### src/fcc_pkg.sv
// Shared types and constants for the frustum cull classifier.
// Depends on nothing; imported by every module of the block.
`timescale 1ns / 1ps
`default_nettype none

package fcc_pkg;

  // Fixed field widths of the stream payload
  localparam int FIELD_W     = 32;
  localparam int CMD_W       = 2;
  localparam int IDX_W       = 3;
  localparam int CLS_W       = 2;
  localparam int IN_TDATA_W  = 232;  // 3 + 7*32 = 227 bits, padded to whole bytes
  localparam int OUT_TDATA_W = 8;

  // Bit positions of the input tdata fields
  localparam int IDX_LSB  = 0;
  localparam int X_LSB    = 3;
  localparam int Y_LSB    = 35;
  localparam int Z_LSB    = 67;
  localparam int W_LSB    = 99;
  localparam int MAXX_LSB = 131;
  localparam int MAXY_LSB = 163;
  localparam int MAXZ_LSB = 195;

  // Product terms per plane: three for one distance, six for a box (two corners)
  localparam int          TERM_W           = 3;
  localparam logic [2:0]  TERM_LAST_SIMPLE = 3'd2;
  localparam logic [2:0]  TERM_LAST_BOX    = 3'd5;
  localparam logic [2:0]  TERM_NEG_FIRST   = 3'd3;

  typedef enum logic [1:0] {
    CMD_LOAD   = 2'd0,
    CMD_POINT  = 2'd1,
    CMD_SPHERE = 2'd2,
    CMD_BOX    = 2'd3
  } cmd_t;

  typedef enum logic [1:0] {
    CLS_INSIDE    = 2'd0,
    CLS_INTERSECT = 2'd1,
    CLS_OUTSIDE   = 2'd2
  } cls_t;

  typedef enum logic [1:0] {
    ST_IDLE  = 2'd0,
    ST_MUL   = 2'd1,
    ST_DRAIN = 2'd2,
    ST_EVAL  = 2'd3
  } fcc_state_t;

  // Control from the sequencer to the multiply-accumulate unit
  typedef struct packed {
    logic init;   // load both accumulators with the scaled plane offset
    logic issue;  // start one product this cycle
    logic neg;    // product belongs to the negative-corner accumulator
  } mac_ctrl_t;

endpackage

`default_nettype wire

### src/fcc_mac.sv
// Shared multiply-accumulate unit: one registered product per cycle, added in the
// next cycle into the positive- or negative-corner accumulator. Uses fcc_pkg.
`timescale 1ns / 1ps
`default_nettype none

module fcc_mac
  import fcc_pkg::*;
#(
  parameter int OPW       = 32,
  parameter int FRAC_BITS = 16,
  parameter int ACC_W     = 67
) (
  input  wire logic                     clk,
  input  wire logic                     rst_n,
  input  wire mac_ctrl_t                ctrl,
  input  wire logic signed [OPW-1:0]    op_a,
  input  wire logic signed [OPW-1:0]    op_b,
  input  wire logic signed [OPW-1:0]    plane_off,
  output logic signed [ACC_W-1:0]       acc_p,
  output logic signed [ACC_W-1:0]       acc_n
);

  logic signed [2*OPW-1:0]  prod_r;
  logic                     prod_v_r;
  logic                     prod_neg_r;
  logic signed [ACC_W-1:0]  acc_p_r;
  logic signed [ACC_W-1:0]  acc_n_r;
  logic signed [ACC_W-1:0]  off_scaled;
  logic signed [ACC_W-1:0]  prod_ext;

  // offset carries FRAC_BITS fraction bits; products carry twice that
  assign off_scaled = ACC_W'(plane_off) <<< FRAC_BITS;
  assign prod_ext   = ACC_W'(prod_r);

  // Product stage
  always_ff @(posedge clk) begin
    if (!rst_n) begin
      prod_v_r <= 1'b0;
    end else begin
      prod_v_r <= ctrl.issue;
    end
  end

  always_ff @(posedge clk) begin
    prod_r     <= op_a * op_b;
    prod_neg_r <= ctrl.neg;
  end

  // Accumulate stage; init never coincides with a pending product
  always_ff @(posedge clk) begin
    if (ctrl.init) begin
      acc_p_r <= off_scaled;
      acc_n_r <= off_scaled;
    end else if (prod_v_r) begin
      if (prod_neg_r) begin
        acc_n_r <= acc_n_r + prod_ext;
      end else begin
        acc_p_r <= acc_p_r + prod_ext;
      end
    end
  end

  assign acc_p = acc_p_r;
  assign acc_n = acc_n_r;

endmodule

`default_nettype wire

### config.mk
export PLATFORM = sky130hd
export DESIGN_NAME = fcc_mac
export DESIGN_NICKNAME = d
export VERILOG_FILES = /design/src/fcc_pkg.sv /design/src/fcc_mac.sv
export SDC_FILE = /design/constraint.sdc
export NUM_CORES = 2
export LEC_CHECK = 0
export BUFFER_PORTS_ARGS = -buffer_cell sky130_fd_sc_hd__clkbuf_2
export CAP_MARGIN = 20
export CORE_MARGIN = 2
export CORE_UTILIZATION = 59
export DETAILED_ROUTE_END_ITERATION = 12
export PLACE_DENSITY = 0.88
export SLEW_MARGIN = 20
export SYNTH_ARGS = -nofsm -noshare
export SYNTH_HDL_FRONTEND = slang
export SYNTH_SLANG_ARGS = --single-unit
### constraint.sdc
create_clock -name clk -period 9.95 [get_ports clk]
set_input_delay 1.99 -clock clk [delete_from_list [all_inputs] [get_ports clk]]
set_output_delay 1.99 -clock clk [all_outputs]
set_load 0.05 [all_outputs]
; ---- Yosys cells after proc, flatten, opt, wreduce, memory -nomap -nowiden
; Index checks and enable logic that the tools add are counted.
[totals]
ff_bits = 200
latch_bits = 0
ram_bits = 0
romBits = 0
input_bits = 101
output_inout_bits = 134
elab_cells = 24
memories = 0
[op_classes]
addsub = 2
multipliers = 1
n_div = 0
n_lt_le_gt_ge = 0
eq_ne = 1
n_shift = 0
muxes = 6
bitwise = 1
n_reduce_logical = 6
[op_table]
columns = op, count
row1 = 2-to-1 mux 67 bit, 6
row2 = adder 67 x 64 -> 67 bit, 2
row3 = multiplier 32 x 32 -> 64 bit, 1
row4 = AND reduction 2 bit, 4
row5 = nonzero test 2 bit, 2
row6 = inequality test 2 bit (second input constant), 1
row7 = inverter 1 bit, 1

; ---- Depth between registers and ports, before layout
[depth]
word_depth = 4
depth_mapped = 30
ltp_nobuf = 29

; ---- Worst setup path before layout
; No wires, ideal clock.
[synth_path]
kind = input -> register
start = in op_a[31]
end = reg prod_r[63]
setup_time_ns = 0.072
arrival_time_ns = 9.385
required_ns = 9.878
setup_slack_ns = 0.493
path_stages = 26
n_path_buf = 1
cell_sequence = clkbuf_1 nand2_1 inv_1 fa_1 inv_1 fa_1 fa_1 inv_1 fa_1 inv_1 fa_1 inv_1 fa_1 fa_1 fa_1 ha_1 a21o_1 a21o_1 a21oi_1 o21ai_0 a221oi_1 o21ai_0 a2111oi_0 o21bai_1 a21oi_1 xnor2_1
[synth_between]
elab_chain_cells = 1
[synth_lines]
columns = element, line
row1 = "start, declared", fcc_mac.sv:16  ; input wire logic signed [OPW-1:0] op_a,
row2 = multiplier 32 x 32 -> 64 bit, fcc_mac.sv:45  ; prod_r <= op_a * op_b;
row3 = "end signal, assigned", fcc_mac.sv:45
row4 = "end, declared", fcc_mac.sv:23  ; logic signed [2*OPW-1:0] prod_r;
; Every way passes these cells.
; A chain may end at the register's enable or synchronous reset.

; ---- Worst setup path in the final report
; Ends and elaborated chain as after synthesis.

==> results.json <==
{
  "status": "completed",
  "synth.top_cell.area_share": 0.4339,
  "hold_class": "reg2reg",
  "worstMarginPinSlew_ns": 0.9332,
  "nFillCells": 6461,
  "wl_um": 143800,
  "fin_tns_setup_ns": 0,
  "grt_pass1_vias": 41571,
  "path_class": "in2reg",
  "detail_route.wl_per_cell_um": 21.46,
  "drtPass1Iterations": 8,
  "syn-cell-area_um2": 50010,
  "layout_common_cells": "1084 x fa_1, 1030 x inv_1, 684 x nand2_1",
  "dieWidth_um": 295.2,
  "cp_slowest_stage_delay_ns": 0.85,
  "crit_buf_inv": 4,
  "clockBufferDepth": 2,
  "cts_root_buf": "clkbuf_16",
  "slew-limit-headroom": 0.3779,
  "ys_seq_elements": 200,
  "cts_setup_buffers": 0,
  "coreArea_um2": 83820,
  "grt_max_degree": 67,
  "required_ns": 10.34,
  "critPathLaunchType": "primary input",
  "postCtsResizedCells": 0,
  "postRouteAntennaNets": 0,
  "synth-edff-count": 102,
  "fp.dieH_um": 295.2,
  "final_max_slew_viol_count": 0,
  "clock.fmax_ghz": 0.1052,
  "async_reset_ff_frac": 0,
  "synth_warnings": 0,
  "synth.yosys.seq_area_share": 0.1005,
  "end_kind": "flip-flop",
  "gp_congestion": 0.9656,
  "insertion_delay_ns": 0.46,
  "io_buffers": 234,
  "finalSetupViolations": 0,
  "ioPinCount": 235,
  "num_vias": 39541,
  "start_util": 0.5967,
  "crit_top_cell": "fa_1",
  "cts_hold_buffers": 0,
  "critical-path-slowest-cell": "fa_1",
  "ys_types": 87,
  "post-dp-hpwl_um": 120200,
  "synthFlopType": "edfxtp_1",
  "rows": 106,
  "gr-usage-all-layers": 0.3372,
  "drt_iter0_drc": 3993,
  "syn_avg_cell_area_um2": 9.172,
  "setup_slack_ns": 0.4433,
  "cp_top_family": "adder cells",
  "utilization": 0.6332,
  "finalCriticalPeriod_ns": 9.507,
  "fin_skew_ns": 0.01649,
  "clkSlewWorstSetupHoldPaths_ns": 0.07,
  "syn-instance-count": 5453,
  "cp_cell_sequence": "clkbuf_2, nand2_1, inv_1, fa_1, fa_1, fa_1, fa_1, inv_1, fa_1, inv_1, fa_1, fa_1, fa_1, ha_1, a21o_1, a21o_1, a21oi_1, o21ai_0, a221oi_1, o21ai_0, a2111oi_0, o21bai_1, a21oi_1, xnor2_1",
  "vias_per_cell": 5.901,
  "grt_pass1_wl_um": 227200,
  "rsz0062_at_grt": "false",
  "h-tree-depth": 4,
  "grt_overflow_total": 0,
  "finalCritPeriodShare": 0.9554,
  "numCtsBuffers": 17,
  "clkSinkCount": 200,
  "synth_top_area_cell": "fa_1",
  "fp.dieArea_um2": 87110,
  "synth_area_leaders": "fa_1 43%, ha_1 7.9%, inv_1 7.7%",
  "syn_to_final_growth_pct": 6.124,
  "hold_violations": 0,
  "synth_fp_nets": 6954,
  "final_net_count": 7047,
  "drive_above_1_share": 0.07339,
  "final_common_cell": "fa_1",
  "antenna_found_initial": 12,
  "cp_max_fo": 15,
  "place_ws_ns": 0.08769,
  "drc": 0,
  "max-cap-violations": 0,
  "cts_tree": "done",
  "arrival_ns": 9.90
}
## per-layer routing
metal | routed length (um) | GRT usage | share of wire
met1 | 55310 | 0.4563 | 0.38
met2 | 64360 | 0.5206 | 0.45
met3 | 19310 | 0.1051 | 0.13
met4 | 4783 | 0.1090 | 0.033
met5 | 57 | 0 | 0.00040
## flip-flops by register name, indices dropped and copies added (netlist names)
name and flops:
acc_n 67, acc_p 67, prod_neg_r 1, prod_r 64, prod_v_r 1
## cells in the mapped netlist, drive strengths merged (7+ instances only)
cell type,n
o211ai,19
fa,1084
a21boi,8
a21o,97
a21oi,220
nor2b,18
o21ai,242
clkbuf,260
o31ai,19
a31oi,28
xnor2,119
o21bai,44
and4,7
o21a,28
edfxtp,102
nor2,120
nor3,31
nand2b,29
and3,25
inv,1032
and2,525
nand3,44
dfxtp,98
nand2,684
ha,316
a211oi,15
a221oi,9
xor2,68
a211o,8
nand4,46
buf,9
## through the flow
stage	std cells	hold slack (ns)	cell area, um2
5_1_grt	6700	0.5110	53070
4_1_cts	6693	0.4833	53060
2_1_floorplan	5453	0.5627	50010
3_5_place_dp	6661	0.4730	52440
3_3_place_gp	6661	0.4714	52440
6_report	6701	0.4847	53080
## worst min-delay path, cell delays in order, from the launching register on
cell	delay, ns
dfxtp_1	0.33
nand2_1	0.06
o31ai_1	0.05
## layout make-up
cell class	instances	area, um2	area share
sequential	200	5025	0.09467
inverter	1032	3874	0.07298
timing repair buffer	343	2027	0.03819
tap	1134	1419	0.02673
clock buffer	20	480.5	0.009052
clock inverter	12	133.9	0.002522
antenna	8	20.02	0.0003772
multi-input combinational	3952	40100	0.7555
## kinds of logic (layout without fill, tap and decap cells)
| group | count (synthesis) | in the layout | synth area share |
|---|---|---|---|
| simple gates | 1557 | 1557 | 0.1536 |
| fa+ha+maj | 1400 | 1400 | 0.5129 |
| buf+inv | 1301 | 1407 | 0.09799 |
| compound gates | 804 | 804 | 0.1015 |
| flops | 200 | 200 | 0.1005 |
| xor+xnor | 187 | 187 | 0.03275 |
| mux | 4 | 4 | 0.0008006 |
| other cells | 0 | 8 | 0 |
## path summary, 6_finish.rpt
kind                            cells past startpoint    endpoint  startpoint  slack, ns
worst max-delay path                               24  prod_r[63]    op_a[31]       0.44
worst min-delay path                                2    acc_n[6]    acc_n[6]       0.48
worst max register to register                     13   acc_p[42]    acc_p[0]       5.73
worst min register to register                      2    acc_n[6]    acc_n[6]       0.48
Power is not shown: default switching activity piles up to over one toggle a cycle in this logic, so the estimate is an artifact.
