File: config.mk
export PLATFORM = sky130hd
export DESIGN_NAME = fcc_plane_file
export DESIGN_NICKNAME = d
export VERILOG_FILES = /design/src/fcc_pkg.sv /design/src/fcc_plane_file.sv
export SDC_FILE = /design/constraint.sdc
export NUM_CORES = 1
export LEC_CHECK = 0
export ABC_AREA = 1
export BUFFER_PORTS_ARGS = -buffer_cell sky130_fd_sc_hd__buf_2
export CELL_PAD_IN_SITES_DETAIL_PLACEMENT = 0
export CELL_PAD_IN_SITES_GLOBAL_PLACEMENT = 1
export CORE_ASPECT_RATIO = 1.25
export CORE_MARGIN = 3
export CORE_UTILIZATION = 45
export CTS_CLUSTER_DIAMETER = 50
export DETAILED_ROUTE_END_ITERATION = 8
export PLACE_DENSITY = 0.84
export SLEW_MARGIN = 20
export SYNTH_ARGS = -nofsm -noshare
export SYNTH_HDL_FRONTEND = slang
export SYNTH_SLANG_ARGS = --single-unit
File: constraint.sdc
create_clock -name clk -period 9.1 [get_ports clk]
set_input_delay 0.91 -clock clk [delete_from_list [all_inputs] [get_ports clk]]
set_output_delay 0.91 -clock clk [all_outputs]
set_load 0.005 [all_outputs]
File: src/fcc_pkg.sv
// Shared types and constants for the frustum cull classifier.
// Depends on nothing; imported by every module of the block.
`timescale 1ns / 1ps
`default_nettype none

package fcc_pkg;

  // Fixed field widths of the stream payload
  localparam int FIELD_W     = 32;
  localparam int CMD_W       = 2;
  localparam int IDX_W       = 3;
  localparam int CLS_W       = 2;
  localparam int IN_TDATA_W  = 232;  // 3 + 7*32 = 227 bits, padded to whole bytes
  localparam int OUT_TDATA_W = 8;

  // Bit positions of the input tdata fields
  localparam int IDX_LSB  = 0;
  localparam int X_LSB    = 3;
  localparam int Y_LSB    = 35;
  localparam int Z_LSB    = 67;
  localparam int W_LSB    = 99;
  localparam int MAXX_LSB = 131;
  localparam int MAXY_LSB = 163;
  localparam int MAXZ_LSB = 195;

  // Product terms per plane: three for one distance, six for a box (two corners)
  localparam int          TERM_W           = 3;
  localparam logic [2:0]  TERM_LAST_SIMPLE = 3'd2;
  localparam logic [2:0]  TERM_LAST_BOX    = 3'd5;
  localparam logic [2:0]  TERM_NEG_FIRST   = 3'd3;

  typedef enum logic [1:0] {
    CMD_LOAD   = 2'd0,
    CMD_POINT  = 2'd1,
    CMD_SPHERE = 2'd2,
    CMD_BOX    = 2'd3
  } cmd_t;

  typedef enum logic [1:0] {
    CLS_INSIDE    = 2'd0,
    CLS_INTERSECT = 2'd1,
    CLS_OUTSIDE   = 2'd2
  } cls_t;

  typedef enum logic [1:0] {
    ST_IDLE  = 2'd0,
    ST_MUL   = 2'd1,
    ST_DRAIN = 2'd2,
    ST_EVAL  = 2'd3
  } fcc_state_t;

  // Control from the sequencer to the multiply-accumulate unit
  typedef struct packed {
    logic init;   // load both accumulators with the scaled plane offset
    logic issue;  // start one product this cycle
    logic neg;    // product belongs to the negative-corner accumulator
  } mac_ctrl_t;

endpackage

`default_nettype wire

File: src/fcc_plane_file.sv
// Plane register file: normal and offset per plane, cleared to zero by reset.
// One write port for loads, one read port addressed by the sequencer. Uses fcc_pkg.
`timescale 1ns / 1ps
`default_nettype none

module fcc_plane_file
  import fcc_pkg::*;
#(
  parameter int PLANE_COUNT = 6,
  parameter int OPW         = 32,
  parameter int PIDX_W      = 3
) (
  input  wire logic                     clk,
  input  wire logic                     rst_n,
  input  wire logic                     wr_en,
  input  wire logic [PIDX_W-1:0]        wr_idx,
  input  wire logic signed [OPW-1:0]    wr_nx,
  input  wire logic signed [OPW-1:0]    wr_ny,
  input  wire logic signed [OPW-1:0]    wr_nz,
  input  wire logic signed [OPW-1:0]    wr_off,
  input  wire logic [PIDX_W-1:0]        rd_idx,
  output logic signed [OPW-1:0]         rd_nx,
  output logic signed [OPW-1:0]         rd_ny,
  output logic signed [OPW-1:0]         rd_nz,
  output logic signed [OPW-1:0]         rd_off
);

  logic signed [OPW-1:0] nx_r  [PLANE_COUNT];
  logic signed [OPW-1:0] ny_r  [PLANE_COUNT];
  logic signed [OPW-1:0] nz_r  [PLANE_COUNT];
  logic signed [OPW-1:0] off_r [PLANE_COUNT];

  // Write one plane per load; reset gives all-zero planes
  always_ff @(posedge clk) begin
    if (!rst_n) begin
      for (int i = 0; i < PLANE_COUNT; i++) begin
        nx_r[i]  <= '0;
        ny_r[i]  <= '0;
        nz_r[i]  <= '0;
        off_r[i] <= '0;
      end
    end else if (wr_en) begin
      nx_r[wr_idx]  <= wr_nx;
      ny_r[wr_idx]  <= wr_ny;
      nz_r[wr_idx]  <= wr_nz;
      off_r[wr_idx] <= wr_off;
    end
  end

  assign rd_nx  = nx_r[rd_idx];
  assign rd_ny  = ny_r[rd_idx];
  assign rd_nz  = nz_r[rd_idx];
  assign rd_off = off_r[rd_idx];

endmodule

`default_nettype wire

# Yosys cells after proc, flatten, opt, wreduce, memory -nomap -nowiden
# Memories as Yosys holds them, arrays and structs flattened.
# Cells that the tools add are included.
[word_totals]
ff_bits = 0
ram_bits = 768
input_bits = 137
out_inout_bits = 128
word_cells = 24
mem_count = 4
[classes]
n_mux = 16
reduce_logical = 4
[mem_list]
columns = ["memory", "depth", "width", "rd", "rd_ports_with_merged_regs", "wr", "line_no", "text"]
rows = [
  ["nx_r", 6, 32, 1, 0, 6, "fcc_plane_file.sv:28", "logic signed [OPW-1:0] nx_r [PLANE_COUNT];"],
  ["ny_r", 6, 32, 1, 0, 6, "fcc_plane_file.sv:29", "logic signed [OPW-1:0] ny_r [PLANE_COUNT];"],
  ["nz_r", 6, 32, 1, 0, 6, "fcc_plane_file.sv:30", "logic signed [OPW-1:0] nz_r [PLANE_COUNT];"],
  ["off_r", 6, 32, 1, 0, 6, "fcc_plane_file.sv:31", "logic signed [OPW-1:0] off_r [PLANE_COUNT];"],
]
[ops]
columns = ["operator", "n"]
rows = [
  ["$mux W32", 4],
  ["$reduce_or A32 Y1", 4],
  ["$mux W3", 4],
  ["$mux W1", 8],
]

# Depth between registers and ports, before layout
[depth]
ltp_word = 5
depth_mapped = 9
mapped_depth_nobuf = 6

# Worst setup path after synthesis
# Ideal clock, no wire load.
[synth_timing]
kind = "in2reg"
from = "input rst_n"
to = "memory nx_r[5][0] (enable)"
setup_ps = 618
t_arrival_ps = 6757
t_required_ps = 8482
slack_ps = 1726
path_stages = 5
path_buffers = 2
cell_sequence = "nand2_2 -> buf_6 -> buf_2 -> a21oi_1 -> nor2_1"
[synth_rtl]
columns = ["element", "line_no", "text"]
rows = [
  ["from (decl)", "fcc_plane_file.sv:14", "input wire logic rst_n,"],
  ["to (decl)", "fcc_plane_file.sv:28", ""],
]

# Worst setup path after layout
[layout_timing]
from = "input rd_idx[1]"
to = "output rd_nz[1]"
[layout_via]
elab_chain_cells = 1
[layout_lines]
columns = ["element", "line_no", "text"]
rows = [
  ["from (decl)", "fcc_plane_file.sv:21", "input wire logic [PIDX_W-1:0] rd_idx,"],
  ["$mem_v2 Z6 W32", "--", ""],
  ["to (decl)", "fcc_plane_file.sv:24", "output logic signed [OPW-1:0] rd_nz,"],
]
# No other way between the ends.

==> impl_summary.log <==
INFO  metric outcome = complete, no violations
INFO  metric core = roughly 110000 sq um
INFO  metric yosysSeqAreaShare = 63.1%
INFO  metric end_kind = output pin
INFO  metric finalHoldViolCount = 0
INFO  metric synth.net_count = roughly 5700
INFO  metric drtAntennaViolNets = 0
INFO  metric clock_tree.htree_level_count = 3
INFO  metric worst_min_path_class = in -> reg
INFO  metric synth.avg_cell_area = slightly below 9 sq um
INFO  metric power_density = 204 nW/um^2
INFO  metric route.detailed.drc = 0
INFO  metric cell_area_after_technology_mapping = 48700 sq um
INFO  metric p_sw = roughly 2.7 mW
INFO  metric via_count = 34900
INFO  metric ys_ff_latch = 1024
INFO  metric max-slew-margin-rel = between 20% and 30%
INFO  metric worst_path_fanout_max = 74
INFO  metric worst_setup_path_start_kind = input pin
INFO  metric max_cap_violations = 0
INFO  metric placementRows = around 130
INFO  metric synth.lib_cells_used.distinct = 16
INFO  metric grt_first_pass_wirelength = 197000 um
INFO  metric path_clk_slew = about 0.06 ns
INFO  metric tns = 0 ns
INFO  metric drt-pass1-iter-count = 5
INFO  metric max_freq = 212 MHz
INFO  metric global_route_total_overflow = 0
INFO  metric drt-total-wl = 127000 um
INFO  metric fillerInstances = slightly below 10000
INFO  metric die_area = 112000 sq um
INFO  metric power_leakage = 25.9 nW
INFO  metric total_power = 11.2 mW
INFO  metric final-setup-viol-count = 0
INFO  metric worst-setup-path-type = in -> out
INFO  metric io_pins = approximately 270
INFO  metric overall_routing_resource_usage = 22.6%
INFO  metric critPathRequiredTime = 8.19 ns
INFO  metric rsz_0062_raised_after_global_routing = false
INFO  metric cts_tree = built
INFO  metric finalWeightedCongestion = 0.740
INFO  metric final_period_minus_worst_setup_slack = 4.71 ns
INFO  metric average_vias_per_placed_instance = 4.83
INFO  metric clockPowerShare = between 40% and 50%
INFO  metric final_min_period_over_clock_period = 51.8%
INFO  metric ys.warnings.count = 0
INFO  metric numPortBuffers = 264
INFO  metric die_width = 300 um
INFO  metric root_buffer_selected_by_cts = sky130_fd_sc_hd__clkbuf_16
INFO  metric worst-slew-pin-transition = around 1.2 ns
INFO  metric power.share.switching = between 20% and 30%
INFO  metric power_frac_comb = 8.7%
INFO  metric cts_inserted_buffers = 111
INFO  metric num-nets-final = 5835
INFO  metric dp.final_hpwl = about 64000 um
INFO  metric postSynthCellCount = roughly 5600
INFO  metric p_int = 8.51 mW
INFO  metric pwr-share-seq = 49.4%
INFO  metric grt_max_degree = 192
INFO  metric clkSinkCount = 1024
INFO  metric die_h = 374 um
INFO  metric vias_in_the_first_global_route = 34700
INFO  metric hold_buffers = 0
INFO  metric detail_route.wl_per_cell = 17.6 um
INFO  metric worst_ep_arrival_time = 3.80 ns
INFO  metric dr.first_iter.drc_count = 2651
INFO  metric floorplan.initialDensity = between 40 and 50%
INFO  metric postCtsSetupBuffers = 0
INFO  metric cts-resized-gates = 0
INFO  metric syn_to_final_growth = 12.7%
INFO  metric number_of_antenna_violations_at_the_first_check_in_global_routing = 2
INFO  metric fraction_of_layout_cells_with_a_size_suffix_above_1 = 8.97%
INFO  metric ctsLongestPathBuffers = 3
INFO  metric final.hold.worst_slack = ~0.51 ns
INFO  metric ir_drop = 0.159 mV
INFO  metric max_slew_violation_count = 0
-- flip-flops by register name, summed over array words and instances (netlist names) --
signal and cells:
off_r 256, nz_r 256, ny_r 256, nx_r 256
-- synthesized netlist by cell type --
master / count / area (sq um)
sky130_fd_sc_hd__a21oi_1: 1 / 5.00
sky130_fd_sc_hd__nor3_2: 2 / 20.0
sky130_fd_sc_hd__nand2_1: 1674 / 6280
sky130_fd_sc_hd__nand2_2: 1 / 6.26
sky130_fd_sc_hd__buf_1: 14 / 52.6
sky130_fd_sc_hd__buf_2: 153 / 766
sky130_fd_sc_hd__clkbuf_1: 101 / 379
sky130_fd_sc_hd__edfxtp_1: 1024 / 30700
sky130_fd_sc_hd__nor2_1: 771 / 2890
sky130_fd_sc_hd__buf_4: 2 / 15.0
sky130_fd_sc_hd__nand3_1: 513 / 2570
sky130_fd_sc_hd__inv_1: 1266 / 4750
sky130_fd_sc_hd__buf_6: 12 / 135
sky130_fd_sc_hd__inv_2: 20 / 75.1
sky130_fd_sc_hd__nand4_1: 1 / 6.26
sky130_fd_sc_hd__a21boi_0: 1 / 7.51
-- logic make-up (layout without fill, tap and decap cells) --
family / Yosys count / after routing / share of synthesized area, %
other: 0 / 1 / 0
and+or+nand+nor: 2962 / 2962 / 24.2
buffers and inverters: 1568 / 1807 / 12.7
DFF: 1024 / 1024 / 63.1
AOI/OAI and AO/OA: 2 / 2 / 0.0257
-- critical path: stages --
cell	delay (ns)
sky130_fd_sc_hd__buf_8	0.29
sky130_fd_sc_hd__buf_4	0.90
sky130_fd_sc_hd__buf_4	0.96
sky130_fd_sc_hd__nand3_1	0.17
sky130_fd_sc_hd__nand2_1	0.11
sky130_fd_sc_hd__nand2_1	0.05
sky130_fd_sc_hd__nand2_1	0.20
sky130_fd_sc_hd__buf_2	0.15
-- final timing paths --
| path | from | to | slack (ns) | depth (start not counted) |
|---|---|---|---|---|
| worst max-delay path | rd_idx[1] | rd_nz[1] | 4.39 | 8 |
| worst min-delay path | wr_nx[5] | nx_r[4][5] | 0.51 | 3 |
-- routing by layer --
| metal | up-vias | track usage [%] | wire length [um] | share of wire [%] |
|---|---|---|---|---|
| met5 | - | 0 | 0 | 0 |
| met4 | 0 | 7.36 | 3410 | 2.7 |
| met3 | 202 | 2.59 | 7450 | 5.9 |
| met2 | 1024 | 38.7 | 61600 | 48 |
| met1 | 16600 | 30.1 | 54800 | 43 |
| li1 | 17100 | - | - | - |
-- power by group through the flow --
stage | Clock (mW) | Combinational [mW] | Sequential [mW]
finish | 4.69 | 0.978 | 5.53
global route | 4.98 | 1.11 | 5.55
CTS | 4.77 | 0.993 | 5.53
detailed placement | 0 | 0.987 | 5.63
global placement | 0 | 0.978 | 5.61
floorplan | 0 | 0.619 | 5.64
-- placed cells by master (no fill, tap or decap) --
cell type                       n
sky130_fd_sc_hd__nand2_1     1665
sky130_fd_sc_hd__clkbuf_16    113
sky130_fd_sc_hd__clkbuf_1      15
sky130_fd_sc_hd__nor2_4         3
sky130_fd_sc_hd__buf_16         2
sky130_fd_sc_hd__edfxtp_1    1024
sky130_fd_sc_hd__inv_6          5
sky130_fd_sc_hd__buf_8          2
sky130_fd_sc_hd__nor2_1       768
sky130_fd_sc_hd__clkinvlp_4     9
sky130_fd_sc_hd__buf_12         5
sky130_fd_sc_hd__buf_6          1
sky130_fd_sc_hd__inv_1       1264
sky130_fd_sc_hd__nand3_1      513
sky130_fd_sc_hd__diode_2        1
sky130_fd_sc_hd__nand2_8        1
sky130_fd_sc_hd__nand2_4        9
sky130_fd_sc_hd__inv_4          1
sky130_fd_sc_hd__inv_16         1
sky130_fd_sc_hd__a21boi_0       1
sky130_fd_sc_hd__nand4_1        1
sky130_fd_sc_hd__nor3_2         2
sky130_fd_sc_hd__clkinv_1      23
sky130_fd_sc_hd__clkinv_8       5
sky130_fd_sc_hd__buf_2        261
sky130_fd_sc_hd__inv_2         19
sky130_fd_sc_hd__bufinv_16     17
sky130_fd_sc_hd__buf_4         40
sky130_fd_sc_hd__a21oi_1        1
sky130_fd_sc_hd__inv_8          4
sky130_fd_sc_hd__clkinv_2      14
sky130_fd_sc_hd__clkinv_4       6
-- area by class of cell --
type | instances | area, sq um | share of cell area (%)
diodes | 1 | 2.50 | 0.00456
clock buffers | 128 | 2880 | 5.25
clock inverters | 82 | 955 | 1.74
inverters | 1286 | 4840 | 8.82
multi-input cells | 2964 | 11900 | 21.7
flip-flops and latches | 1024 | 30700 | 56.0
well taps | 1428 | 1790 | 3.25
repair buffers | 311 | 1800 | 3.28
-- stage by stage --
step,instances,worst slack [ns],util (%),instance area (sq um)
finish,7224,4.39,51.3,54900
detailed placement,7012,4.20,47.6,51000
global route,7224,4.21,51.3,54900
CTS,7222,4.39,51.2,54900
floorplan,5556,1.73,-,48700
global placement,7011,4.21,47.6,51000
(Power assumes the default switching activity.)
